**config.mk**
```make
export PLATFORM = sky130hd
export DESIGN_NAME = spi_flash_command_sequencer
export DESIGN_NICKNAME = d
export VERILOG_FILES = /design/src/sv/sfcs_pkg.sv /design/src/sv/sfcs_front.sv /design/src/sv/sfcs_queue.sv /design/src/sv/sfcs_back.sv /design/src/sv/spi_flash_command_sequencer.sv
export SDC_FILE = /design/constraint.sdc
export NUM_CORES = 1
export LEC_CHECK = 0
export BUFFER_PORTS_ARGS = -buffer_cell sky130_fd_sc_hd__buf_4
export CAP_MARGIN = 0
export CORE_ASPECT_RATIO = 0.5
export CORE_UTILIZATION = 62
export DETAILED_ROUTE_END_ITERATION = 6
export PLACE_DENSITY = 0.83
export SYNTH_ARGS = -nofsm -noshare
export SYNTH_HDL_FRONTEND = slang
export SYNTH_SLANG_ARGS = --single-unit
```
**constraint.sdc**
```tcl
create_clock -name clk -period 10.9 [get_ports clk]
set_input_delay 1.635 -clock clk [delete_from_list [all_inputs] [get_ports clk]]
set_output_delay 1.635 -clock clk [all_outputs]
set_load 0.01 [all_outputs]
```
**src/sv/sfcs_pkg.sv**
```systemverilog
package sfcs_pkg;

  localparam logic [2:0] KIND_READ   = 3'd0;
  localparam logic [2:0] KIND_WRITE  = 3'd1;
  localparam logic [2:0] KIND_ERASE  = 3'd2;
  localparam logic [2:0] KIND_STATUS = 3'd3;
  localparam logic [2:0] KIND_FAIL   = 3'd4;

  localparam logic [2:0] ACT_WE   = 3'd0;
  localparam logic [2:0] ACT_RS   = 3'd1;
  localparam logic [2:0] ACT_CS   = 3'd2;
  localparam logic [2:0] ACT_RD   = 3'd3;
  localparam logic [2:0] ACT_PP   = 3'd4;
  localparam logic [2:0] ACT_SE   = 3'd5;
  localparam logic [2:0] ACT_DONE = 3'd6;
  localparam logic [2:0] ACT_FAIL = 3'd7;

  localparam logic [7:0] OP_READ  = 8'h03;
  localparam logic [7:0] OP_PROG  = 8'h02;
  localparam logic [7:0] OP_ERASE = 8'h20;
  localparam logic [7:0] OP_WREN  = 8'h06;
  localparam logic [7:0] OP_RDSR  = 8'h05;
  localparam logic [7:0] OP_WRSR  = 8'h01;
  localparam logic [7:0] OP_NONE  = 8'h00;

  localparam logic [7:0] ST_PROT_MASK = 8'hfc;
  localparam logic [7:0] ST_WEL_ONLY  = 8'h02;

  localparam logic [13:0] RDSR_LEN = 14'd1;
  localparam logic [13:0] WRSR_LEN = 14'd2;

  localparam int QDEPTH = 4;

  typedef enum logic [1:0] {
    MODE_IDLE  = 2'd0,
    MODE_READ  = 2'd1,
    MODE_WRITE = 2'd2,
    MODE_ERASE = 2'd3
  } mode_t;

  typedef enum logic [2:0] {
    PH_IDLE  = 3'd0,
    PH_WEN   = 3'd1,
    PH_POLL  = 3'd2,
    PH_FINAL = 3'd3
  } phase_t;

  typedef struct packed {
    logic [2:0]  kind;
    logic [23:0] start_address;
    logic [24:0] byte_count;
    logic [7:0]  status_byte;
  } in_item_t;

  typedef struct packed {
    logic [2:0]  action;
    logic [7:0]  opcode;
    logic [23:0] flash_address;
    logic [13:0] data_length;
    logic [24:0] buffer_offset;
    logic [24:0] result_count;
    logic        last_of_run;
  } out_item_t;

  // One run of results: optional head transaction, then optional WREN, then optional RDSR.
  typedef struct packed {
    logic      head_vld;
    logic      we;
    logic      rs;
    out_item_t head;
  } desc_t;

endpackage

```
**src/sv/sfcs_front.sv**
```systemverilog
module sfcs_front import sfcs_pkg::*; #(
  parameter int PAGE_BYTES   = 256,
  parameter int SECTOR_BYTES = 4096,
  parameter int READ_CHUNK   = 8192,
  parameter int ADDR_BITS    = 24
) (
  input  logic     clk,
  input  logic     rst_n,
  input  logic     in_push,
  input  in_item_t in_data,
  input  logic     q_full,
  output logic     q_push,
  output desc_t    q_desc
);

  localparam int SEC_SH = $clog2(SECTOR_BYTES);
  localparam logic [24:0] SEC_MASK = 25'(SECTOR_BYTES - 1);
  localparam logic [24:0] ADDR_MASK = 25'((64'(1) << ADDR_BITS) - 64'(1));

  mode_t  mode_r, mode_nxt;
  phase_t phase_r, phase_nxt;
  logic [24:0] cur_addr_r, cur_addr_nxt;
  logic [24:0] rem_r, rem_nxt;
  logic [24:0] off_r, off_nxt;
  logic [13:0] chunk_r, chunk_nxt;
  logic [24:0] done_r, done_nxt;

  logic        accept, idle, is_req, is_stat, is_fail;
  logic [7:0]  st;
  logic        busy, wen_clr, wen_ok;
  logic [24:0] rd_len, wr_len, step_len, rem_after;
  logic        more;
  logic [24:0] req_addr, first_sec, end_addr, last_sec, sec_count;
  logic [13:0] page_room;
  logic [23:0] out_addr;

  assign accept  = in_push && !q_full;
  assign idle    = (mode_r == MODE_IDLE);
  assign is_req  = (in_data.kind == KIND_READ) || (in_data.kind == KIND_WRITE) ||
                   (in_data.kind == KIND_ERASE);
  assign is_stat = (in_data.kind == KIND_STATUS);
  assign is_fail = (in_data.kind == KIND_FAIL);
  assign st      = in_data.status_byte;
  assign busy    = st[0];
  assign wen_clr = ((st & ST_PROT_MASK) != 8'h00) && st[1];
  assign wen_ok  = (st == ST_WEL_ONLY);

  // piece arithmetic for a data step
  always_comb begin
    rd_len   = (rem_r < 25'(READ_CHUNK)) ? rem_r : 25'(READ_CHUNK);
    wr_len   = ({11'd0, chunk_r} < rem_r) ? {11'd0, chunk_r} : rem_r;
    step_len = (mode_r == MODE_READ) ? rd_len : wr_len;
    if (mode_r == MODE_ERASE) begin
      rem_after = (rem_r != 25'd0) ? rem_r - 25'd1 : rem_r;
    end else begin
      rem_after = rem_r - step_len;
    end
    more     = (rem_after != 25'd0);
    out_addr = 24'(cur_addr_r & ADDR_MASK);
  end

  // request setup arithmetic
  always_comb begin
    req_addr  = {1'b0, in_data.start_address};
    first_sec = req_addr & ~SEC_MASK;
    end_addr  = (in_data.byte_count != 25'd0) ? req_addr + in_data.byte_count - 25'd1
                                               : req_addr;
    last_sec  = end_addr & ~SEC_MASK;
    sec_count = ((last_sec - first_sec) >> SEC_SH) + 25'd1;
    page_room = 14'(PAGE_BYTES) -
                14'(in_data.start_address & 24'(PAGE_BYTES - 1));
  end

  // next state
  always_comb begin
    mode_nxt  = mode_r;
    phase_nxt = phase_r;
    if (accept) begin
      if (is_req && idle) begin
        unique case (in_data.kind)
          KIND_READ: begin
            mode_nxt  = MODE_READ;
            phase_nxt = PH_POLL;
          end
          KIND_WRITE: begin
            mode_nxt  = MODE_WRITE;
            phase_nxt = PH_WEN;
          end
          default: begin
            mode_nxt  = MODE_ERASE;
            phase_nxt = PH_WEN;
          end
        endcase
      end else if (is_stat && !idle) begin
        unique case (phase_r)
          PH_WEN: begin
            if (!wen_clr && wen_ok) phase_nxt = PH_POLL;
          end
          PH_POLL: begin
            if (!busy) begin
              if (more && mode_r != MODE_READ) phase_nxt = PH_WEN;
              else if (more)                   phase_nxt = PH_POLL;
              else                             phase_nxt = PH_FINAL;
            end
          end
          default: begin
            if (!busy) begin
              mode_nxt  = MODE_IDLE;
              phase_nxt = PH_IDLE;
            end
          end
        endcase
      end else if (is_fail && !idle) begin
        mode_nxt  = MODE_IDLE;
        phase_nxt = PH_IDLE;
      end
    end
  end

  // outputs and datapath
  always_comb begin
    cur_addr_nxt = cur_addr_r;
    rem_nxt      = rem_r;
    off_nxt      = off_r;
    chunk_nxt    = chunk_r;
    done_nxt     = done_r;
    q_push       = 1'b0;
    q_desc       = '0;
    if (accept) begin
      if (is_req && idle) begin
        q_push       = 1'b1;
        q_desc.rs    = 1'b1;
        q_desc.we    = (in_data.kind != KIND_READ);
        cur_addr_nxt = req_addr;
        rem_nxt      = in_data.byte_count;
        off_nxt      = 25'd0;
        done_nxt     = 25'd0;
        if (in_data.kind == KIND_WRITE) chunk_nxt = page_room;
        if (in_data.kind == KIND_ERASE) begin
          cur_addr_nxt = first_sec;
          rem_nxt      = sec_count;
        end
      end else if (is_stat && !idle) begin
        q_push = 1'b1;
        unique case (phase_r)
          PH_WEN: begin
            q_desc.rs = 1'b1;
            if (wen_clr) begin
              q_desc.head_vld         = 1'b1;
              q_desc.head.action      = ACT_CS;
              q_desc.head.opcode      = OP_WRSR;
              q_desc.head.data_length = WRSR_LEN;
              q_desc.we               = 1'b1;
            end else if (!wen_ok) begin
              q_desc.we = 1'b1;
            end
          end
          PH_POLL: begin
            q_desc.rs = 1'b1;
            if (!busy) begin
              q_desc.head_vld           = 1'b1;
              q_desc.head.flash_address = out_addr;
              q_desc.we                 = more && (mode_r != MODE_READ);
              rem_nxt                   = rem_after;
              if (mode_r == MODE_ERASE) begin
                q_desc.head.action = ACT_SE;
                q_desc.head.opcode = OP_ERASE;
                cur_addr_nxt       = cur_addr_r + 25'(SECTOR_BYTES);
                done_nxt           = done_r + 25'd1;
              end else begin
                q_desc.head.action        = (mode_r == MODE_READ) ? ACT_RD : ACT_PP;
                q_desc.head.opcode        = (mode_r == MODE_READ) ? OP_READ : OP_PROG;
                q_desc.head.data_length   = 14'(step_len);
                q_desc.head.buffer_offset = off_r;
                cur_addr_nxt              = cur_addr_r + step_len;
                off_nxt                   = off_r + step_len;
                done_nxt                  = done_r + step_len;
                if (mode_r == MODE_WRITE) chunk_nxt = 14'(PAGE_BYTES);
              end
            end
          end
          default: begin
            if (busy) begin
              q_desc.rs = 1'b1;
            end else begin
              q_desc.head_vld          = 1'b1;
              q_desc.head.action       = ACT_DONE;
              q_desc.head.opcode       = OP_NONE;
              q_desc.head.result_count = done_r;
            end
          end
        endcase
      end else if (is_fail && !idle) begin
        q_push             = 1'b1;
        q_desc.head_vld    = 1'b1;
        q_desc.head.action = ACT_FAIL;
        q_desc.head.opcode = OP_NONE;
      end
    end
  end

  always_ff @(posedge clk) begin
    if (!rst_n) begin
      mode_r     <= MODE_IDLE;
      phase_r    <= PH_IDLE;
      cur_addr_r <= '0;
      rem_r      <= '0;
      off_r      <= '0;
      chunk_r    <= '0;
      done_r     <= '0;
    end else begin
      mode_r     <= mode_nxt;
      phase_r    <= phase_nxt;
      cur_addr_r <= cur_addr_nxt;
      rem_r      <= rem_nxt;
      off_r      <= off_nxt;
      chunk_r    <= chunk_nxt;
      done_r     <= done_nxt;
    end
  end

  a_mode_phase_idle: assert property (@(posedge clk) disable iff (!rst_n)
    (mode_r == MODE_IDLE) == (phase_r == PH_IDLE))
    else $error("mode and phase disagree on idle");

  a_req_starts: assert property (@(posedge clk) disable iff (!rst_n)
    (accept && is_req && idle) |=> (mode_r != MODE_IDLE))
    else $error("accepted request did not start an operation");

endmodule

```
**src/sv/sfcs_queue.sv**
```systemverilog
module sfcs_queue import sfcs_pkg::*; (
  input  logic  clk,
  input  logic  rst_n,
  input  logic  push,
  input  desc_t push_desc,
  input  logic  pop,
  output logic  full,
  output logic  nempty,
  output desc_t head_desc
);

  localparam int PW = $clog2(QDEPTH);

  desc_t            mem_r [QDEPTH];
  logic [PW-1:0]    wr_ptr_r, rd_ptr_r;
  logic [PW:0]      count_r;
  logic             do_push, do_pop;

  assign full      = (count_r == (PW+1)'(QDEPTH));
  assign nempty    = (count_r != '0);
  assign head_desc = mem_r[rd_ptr_r];
  assign do_push   = push && !full;
  assign do_pop    = pop && nempty;

  always_ff @(posedge clk) begin
    if (do_push) mem_r[wr_ptr_r] <= push_desc;
  end

  always_ff @(posedge clk) begin
    if (!rst_n) begin
      wr_ptr_r <= '0;
      rd_ptr_r <= '0;
      count_r  <= '0;
    end else begin
      if (do_push) wr_ptr_r <= wr_ptr_r + PW'(1);
      if (do_pop)  rd_ptr_r <= rd_ptr_r + PW'(1);
      if (do_push && !do_pop)      count_r <= count_r + (PW+1)'(1);
      else if (do_pop && !do_push) count_r <= count_r - (PW+1)'(1);
    end
  end

  a_count_bound: assert property (@(posedge clk) disable iff (!rst_n)
    count_r <= (PW+1)'(QDEPTH))
    else $error("queue count overflow");

endmodule

```
**src/sv/sfcs_back.sv**
```systemverilog
module sfcs_back import sfcs_pkg::*; (
  input  logic      clk,
  input  logic      rst_n,
  input  logic      q_nempty,
  input  desc_t     q_head,
  output logic      q_pop,
  input  logic      out_pop,
  output logic      out_empty,
  output out_item_t out_data
);

  // bit 0 head transaction, bit 1 write enable, bit 2 status read
  logic [2:0] flags, rem, sel, em_r, em_nxt;
  logic       last, adv;
  logic       out_vld_r, out_vld_nxt;
  out_item_t  out_data_r, out_data_nxt, res;

  assign flags = {q_head.rs, q_head.we, q_head.head_vld};
  assign rem   = flags & ~em_r;
  assign adv   = q_nempty && (!out_vld_r || out_pop);

  always_comb begin
    priority if (rem[0]) sel = 3'b001;
    else if (rem[1])     sel = 3'b010;
    else                 sel = 3'b100;
    last = ((rem & ~sel) == 3'b000);
  end

  always_comb begin
    res = '0;
    unique case (sel)
      3'b001: res = q_head.head;
      3'b010: begin
        res.action = ACT_WE;
        res.opcode = OP_WREN;
      end
      default: begin
        res.action      = ACT_RS;
        res.opcode      = OP_RDSR;
        res.data_length = RDSR_LEN;
      end
    endcase
    res.last_of_run = last;
  end

  always_comb begin
    em_nxt       = em_r;
    out_vld_nxt  = out_vld_r;
    out_data_nxt = out_data_r;
    q_pop        = 1'b0;
    if (adv) begin
      out_vld_nxt  = 1'b1;
      out_data_nxt = res;
      if (last) begin
        q_pop  = 1'b1;
        em_nxt = 3'b000;
      end else begin
        em_nxt = em_r | sel;
      end
    end else if (out_pop) begin
      out_vld_nxt = 1'b0;
    end
  end

  always_ff @(posedge clk) begin
    out_data_r <= out_data_nxt;
    if (!rst_n) begin
      em_r      <= '0;
      out_vld_r <= 1'b0;
    end else begin
      em_r      <= em_nxt;
      out_vld_r <= out_vld_nxt;
    end
  end

  assign out_empty = !out_vld_r;
  assign out_data  = out_data_r;

  a_em_subset: assert property (@(posedge clk) disable iff (!rst_n)
    (q_nempty && em_r != 3'b000) |-> ((em_r & ~flags) == 3'b000))
    else $error("emitted mask outside descriptor");

endmodule

```
**src/sv/spi_flash_command_sequencer.sv**
```systemverilog
// A result item passes through the run queue and then the output register to the out_ ports.
// Throughput: one result per cycle unless out_pop stalls; the n results (1 to 3) of an input
// leave via the single output register; the front takes one input per cycle unless in_full.
// A four-entry run queue between the front and the result expander absorbs bursts.
// Reset: synchronous on rst_n low; clears the operation state, queue and output valid.
module spi_flash_command_sequencer import sfcs_pkg::*; #(
  parameter int PAGE_BYTES   = 256,
  parameter int SECTOR_BYTES = 4096,
  parameter int READ_CHUNK   = 8192,
  parameter int ADDR_BITS    = 24
) (
  input  logic      clk,
  input  logic      rst_n,
  input  logic      in_push,
  output logic      in_full,
  input  in_item_t  in_data,
  input  logic      out_pop,
  output logic      out_empty,
  output out_item_t out_data
);

  logic  q_push, q_full, q_nempty, q_pop;
  desc_t q_desc, q_head;

  assign in_full = q_full;

  sfcs_front #(
    .PAGE_BYTES  (PAGE_BYTES),
    .SECTOR_BYTES(SECTOR_BYTES),
    .READ_CHUNK  (READ_CHUNK),
    .ADDR_BITS   (ADDR_BITS)
  ) u_front (
    .clk    (clk),
    .rst_n  (rst_n),
    .in_push(in_push),
    .in_data(in_data),
    .q_full (q_full),
    .q_push (q_push),
    .q_desc (q_desc)
  );

  sfcs_queue u_queue (
    .clk      (clk),
    .rst_n    (rst_n),
    .push     (q_push),
    .push_desc(q_desc),
    .pop      (q_pop),
    .full     (q_full),
    .nempty   (q_nempty),
    .head_desc(q_head)
  );

  sfcs_back u_back (
    .clk      (clk),
    .rst_n    (rst_n),
    .q_nempty (q_nempty),
    .q_head   (q_head),
    .q_pop    (q_pop),
    .out_pop  (out_pop),
    .out_empty(out_empty),
    .out_data (out_data)
  );

endmodule

```
==> impl_results.md <==
- Area leader, netlist: edfxtp_1
- Number of global-route vias before repair: 21,900
- IO Pins: between 150 and 200
- Power density over cell area: 210 mW/mm²
- Initial antenna violation count: 5
- Average cell area after synthesis: between 10 and 15 µm²
- Period utilization: 62.2%
- Maxcap violations: 0
- Ys Warns: 0
- Max VDD drop: 0.152 mV
- Overflow left after global routing: 0
- Global-route usage over all layers: 31.3%
- Cells after Synth: roughly 2,700
- Clk_lat worst skew: 0.60 ns
- Least-Margin Pin Slew: 1.17 ns
- Clock Sinks: roughly 610
- Setup violators final: 0
- Std cell rows: 58
- Core Footprint: about 0.05 mm²
- Top cells by area, synth: edfxtp_1 (46%), dfxtp_1 (7.9%), mux4_2 (6.9%)
- Layout Nets: ~3,100
- WL/cell: roughly 23 µm
- Layout overhead on the synthesized area: 12.1%
- Worst-path cell chain: or2_0 -> nor4b_1 -> nor2b_1 -> nand2_1 -> o21ai_1 -> buf_4 -> mux2i_1 -> or2_2 -> ha_1 -> o21ai_0 -> a21oi_1 -> o41ai_1 -> buf_4 -> a32oi_1 -> o31ai_1 -> or4b_2 -> nand3_1 -> nor4_1 -> and4_1 -> or4_1 -> a32o_1
- Crit Path Class: flop to flop
- First-pass GRT wire length: 125,000 µm
- Setup bufs post-CTS: 0
- Layout cells sized above 1: 14.6%
- Unique masters post-synth: slightly below 80
- Yosys top cell area share: 45.9%
- Mapped Area: 0.0317 mm²
- ANT nets after route: 0
- Leakage power: 14.1 nW
- Residual DRC count: 0
- Max incr delay on CP: 0.79 ns
- Req. time, crit path: 11.37 ns
- CTS H-tree lvls: 2
- Most frequent cell after synthesis: edfxtp_1
- Post-route cell area: around 0.036 mm²
- Hold Path Class: flop to flop
- Final Hold Fails: 0
- Startpoint Class: flop
- Die area: 0.0521 mm²
- Synth async-reset ratio: 0%
- Crit path DAT: 7.24 ns
- Clock transition at path regs: 0.07 ns
- Most common cell on crit path: buf_4
- Crit Path Max Fanout: 16
- Die width: 322 µm
- Min Tclk post-route: between 6 and 7 ns
- GP Congestion: 0.966
- Initial core utilization: 62.9%
- Number of port buffers: 161
- Pins over their slew limit: 0
- Outcome: finished, final reports clean
- Post-synth top cells: edfxtp_1 (484), nor2_1 (219), ha_1 (172)
- Post-cts resize count: 0
- Via count: 22,800
- DRT Pass-1 Iters: 6
- Via density: 6.36
- Final Skew: 0.0346 ns
- Largest net degree at the start of global routing: 96
- Fillcell total: between 3,000 and 4,000
- Worst relative slew slack: 21.6%
- CTS tree: built
- Post-synth EDFFs: 484
- Max Freq: between 100 and 150 MHz
- CTS buffer count: 51
- Post-Route WL: 81,300 µm
- Die height: 162 µm
- Worst Setup End Kind: flop
- Initial drt markers: 2,729
- Register area share after synthesis: 53.8%
- CTS Buffer Depth: 3
- Root buffer cell: clkbuf_16
- Critical Path Slowest Stage Cell: mux2i_1
- Ys flop type: edfxtp_1
- Flops & latches, synth: 609
- Hpwl dp: 55,500 µm
- RSZ-0062 raised after global routing: no
- Fin Setup TNS: 0 ns
- Post-CTS Hold Buffers: 0
- Placed cell area: 0.0337 mm²
==> layout by cell type, fill, tap and decap left out, drive strengths merged, types with 101 or more instances in the layout <==
cell | netlist | final
edfxtp | 484 | 484
and2 | 128 | 128
ha | 172 | 172
dfxtp | 125 | 125
buf | 19 | 192
nor2 | 219 | 219
o21ai | 101 | 101
a21oi | 140 | 140
nand2 | 146 | 146
inv | 156 | 158
==> sequential cells by signal, indices dropped and copies added, names as in the netlist, named ones only <==
| register | cells |
|---|---|
| u_back.em_r | 3 |
| u_back.out_data | 96 |
| u_back.out_vld_r | 1 |
| u_front.chunk_r | 9 |
| u_front.cur_addr_r | 24 |
| u_front.done_r | 25 |
| u_front.mode_r | 2 |
| u_front.off_r | 25 |
| u_front.phase_r | 2 |
| u_front.rem_r | 25 |
| u_queue.count_r | 3 |
| u_queue.mem_r | 388 |
| u_queue.rd_ptr_r | 2 |
| u_queue.wr_ptr_r | 2 |
==> power by group <==
| part | internal, mW | total (mW) | leakage [nW] | switching, mW |
|---|---|---|---|---|
| clock | 1.06 | 1.92 | 0.859 | 0.861 |
| sequential | 2.89 | 3.05 | 5.93 | 0.159 |
| combinational | 1.05 | 2.47 | 7.30 | 1.42 |
==> critical path: cells and delay by family, from the launching register on <==
kind                     cells  cell delay (ns)
buffers and inverters        2             0.47
flip-flops                   1             0.40
AND/OR/NAND/NOR             10             3.15
adder cells (fa/ha/maj)      1             0.26
multiplexers                 1             0.79
AO/OA/AOI/OAI                7             1.60
==> per-layer routing <==
| metal | wire (µm) | share of wire, % | GRT usage [%] | vias to the layer above |
|---|---|---|---|---|
| li1 | - | - | - | 10300 |
| met1 | 33400 | 41 | 44.7 | 11200 |
| met2 | 38100 | 47 | 50.3 | 1140 |
| met3 | 7860 | 9.7 | 4.86 | 147 |
| met4 | 1950 | 2.4 | 8.31 | 0 |
| met5 | 0 | 0 | 0 | - |
==> stage by stage <==
step / instances / power [mW] / utilization (%) / worst slack [ns] / hold slack, ns
4_1_cts: 3585 / 7.44 / 70.5 / 4.32 / 0.474
3_3_place_gp: 3489 / 5.46 / 67.0 / 3.97 / 0.457
2_1_floorplan: 2728 / 4.76 / - / 2.58 / 0.443
5_1_grt: 3587 / 7.78 / 70.5 / 3.75 / 0.495
6_report: 3587 / 7.44 / 70.5 / 4.12 / 0.476
3_5_place_dp: 3489 / 5.53 / 67.0 / 3.78 / 0.465
==> layout make-up <==
type / count / area, µm² / share of cell area (%)
sequential: 609 / 17000 / 48.0
clock inverter: 39 / 428 / 1.20
clock buffer: 57 / 1340 / 3.77
timing repair buffer: 192 / 1440 / 4.06
antenna: 2 / 5.00 / 0.0141
tap: 690 / 863 / 2.43
inverter: 156 / 586 / 1.65
multi-input combinational: 1842 / 13800 / 38.9
==> cell families after synthesis <==
family | after synthesis | synth area share, %
AOI/OAI and AO/OA | 532 | 11.0
xor gates and xnor gates | 129 | 3.57
adders and majority gates | 179 | 7.20
buffers and inverters | 277 | 3.35
DFF | 609 | 53.8
muxes | 116 | 7.50
other | 2 | 0.0237
and+or+nand+nor | 843 | 13.6
==> final timing paths <==
path,from,end,slack [ns],cells past startpoint
worst min-delay path,u_front.off_r[4],u_front.off_r[4],0.48,2
worst max-delay path,u_front.rem_r[9],u_front.phase_r[1],4.12,21
worst min register to register,u_front.off_r[4],u_front.off_r[4],0.48,2
worst max register to register,u_front.rem_r[9],u_front.phase_r[1],4.12,21
(Power assumes the default switching activity.)
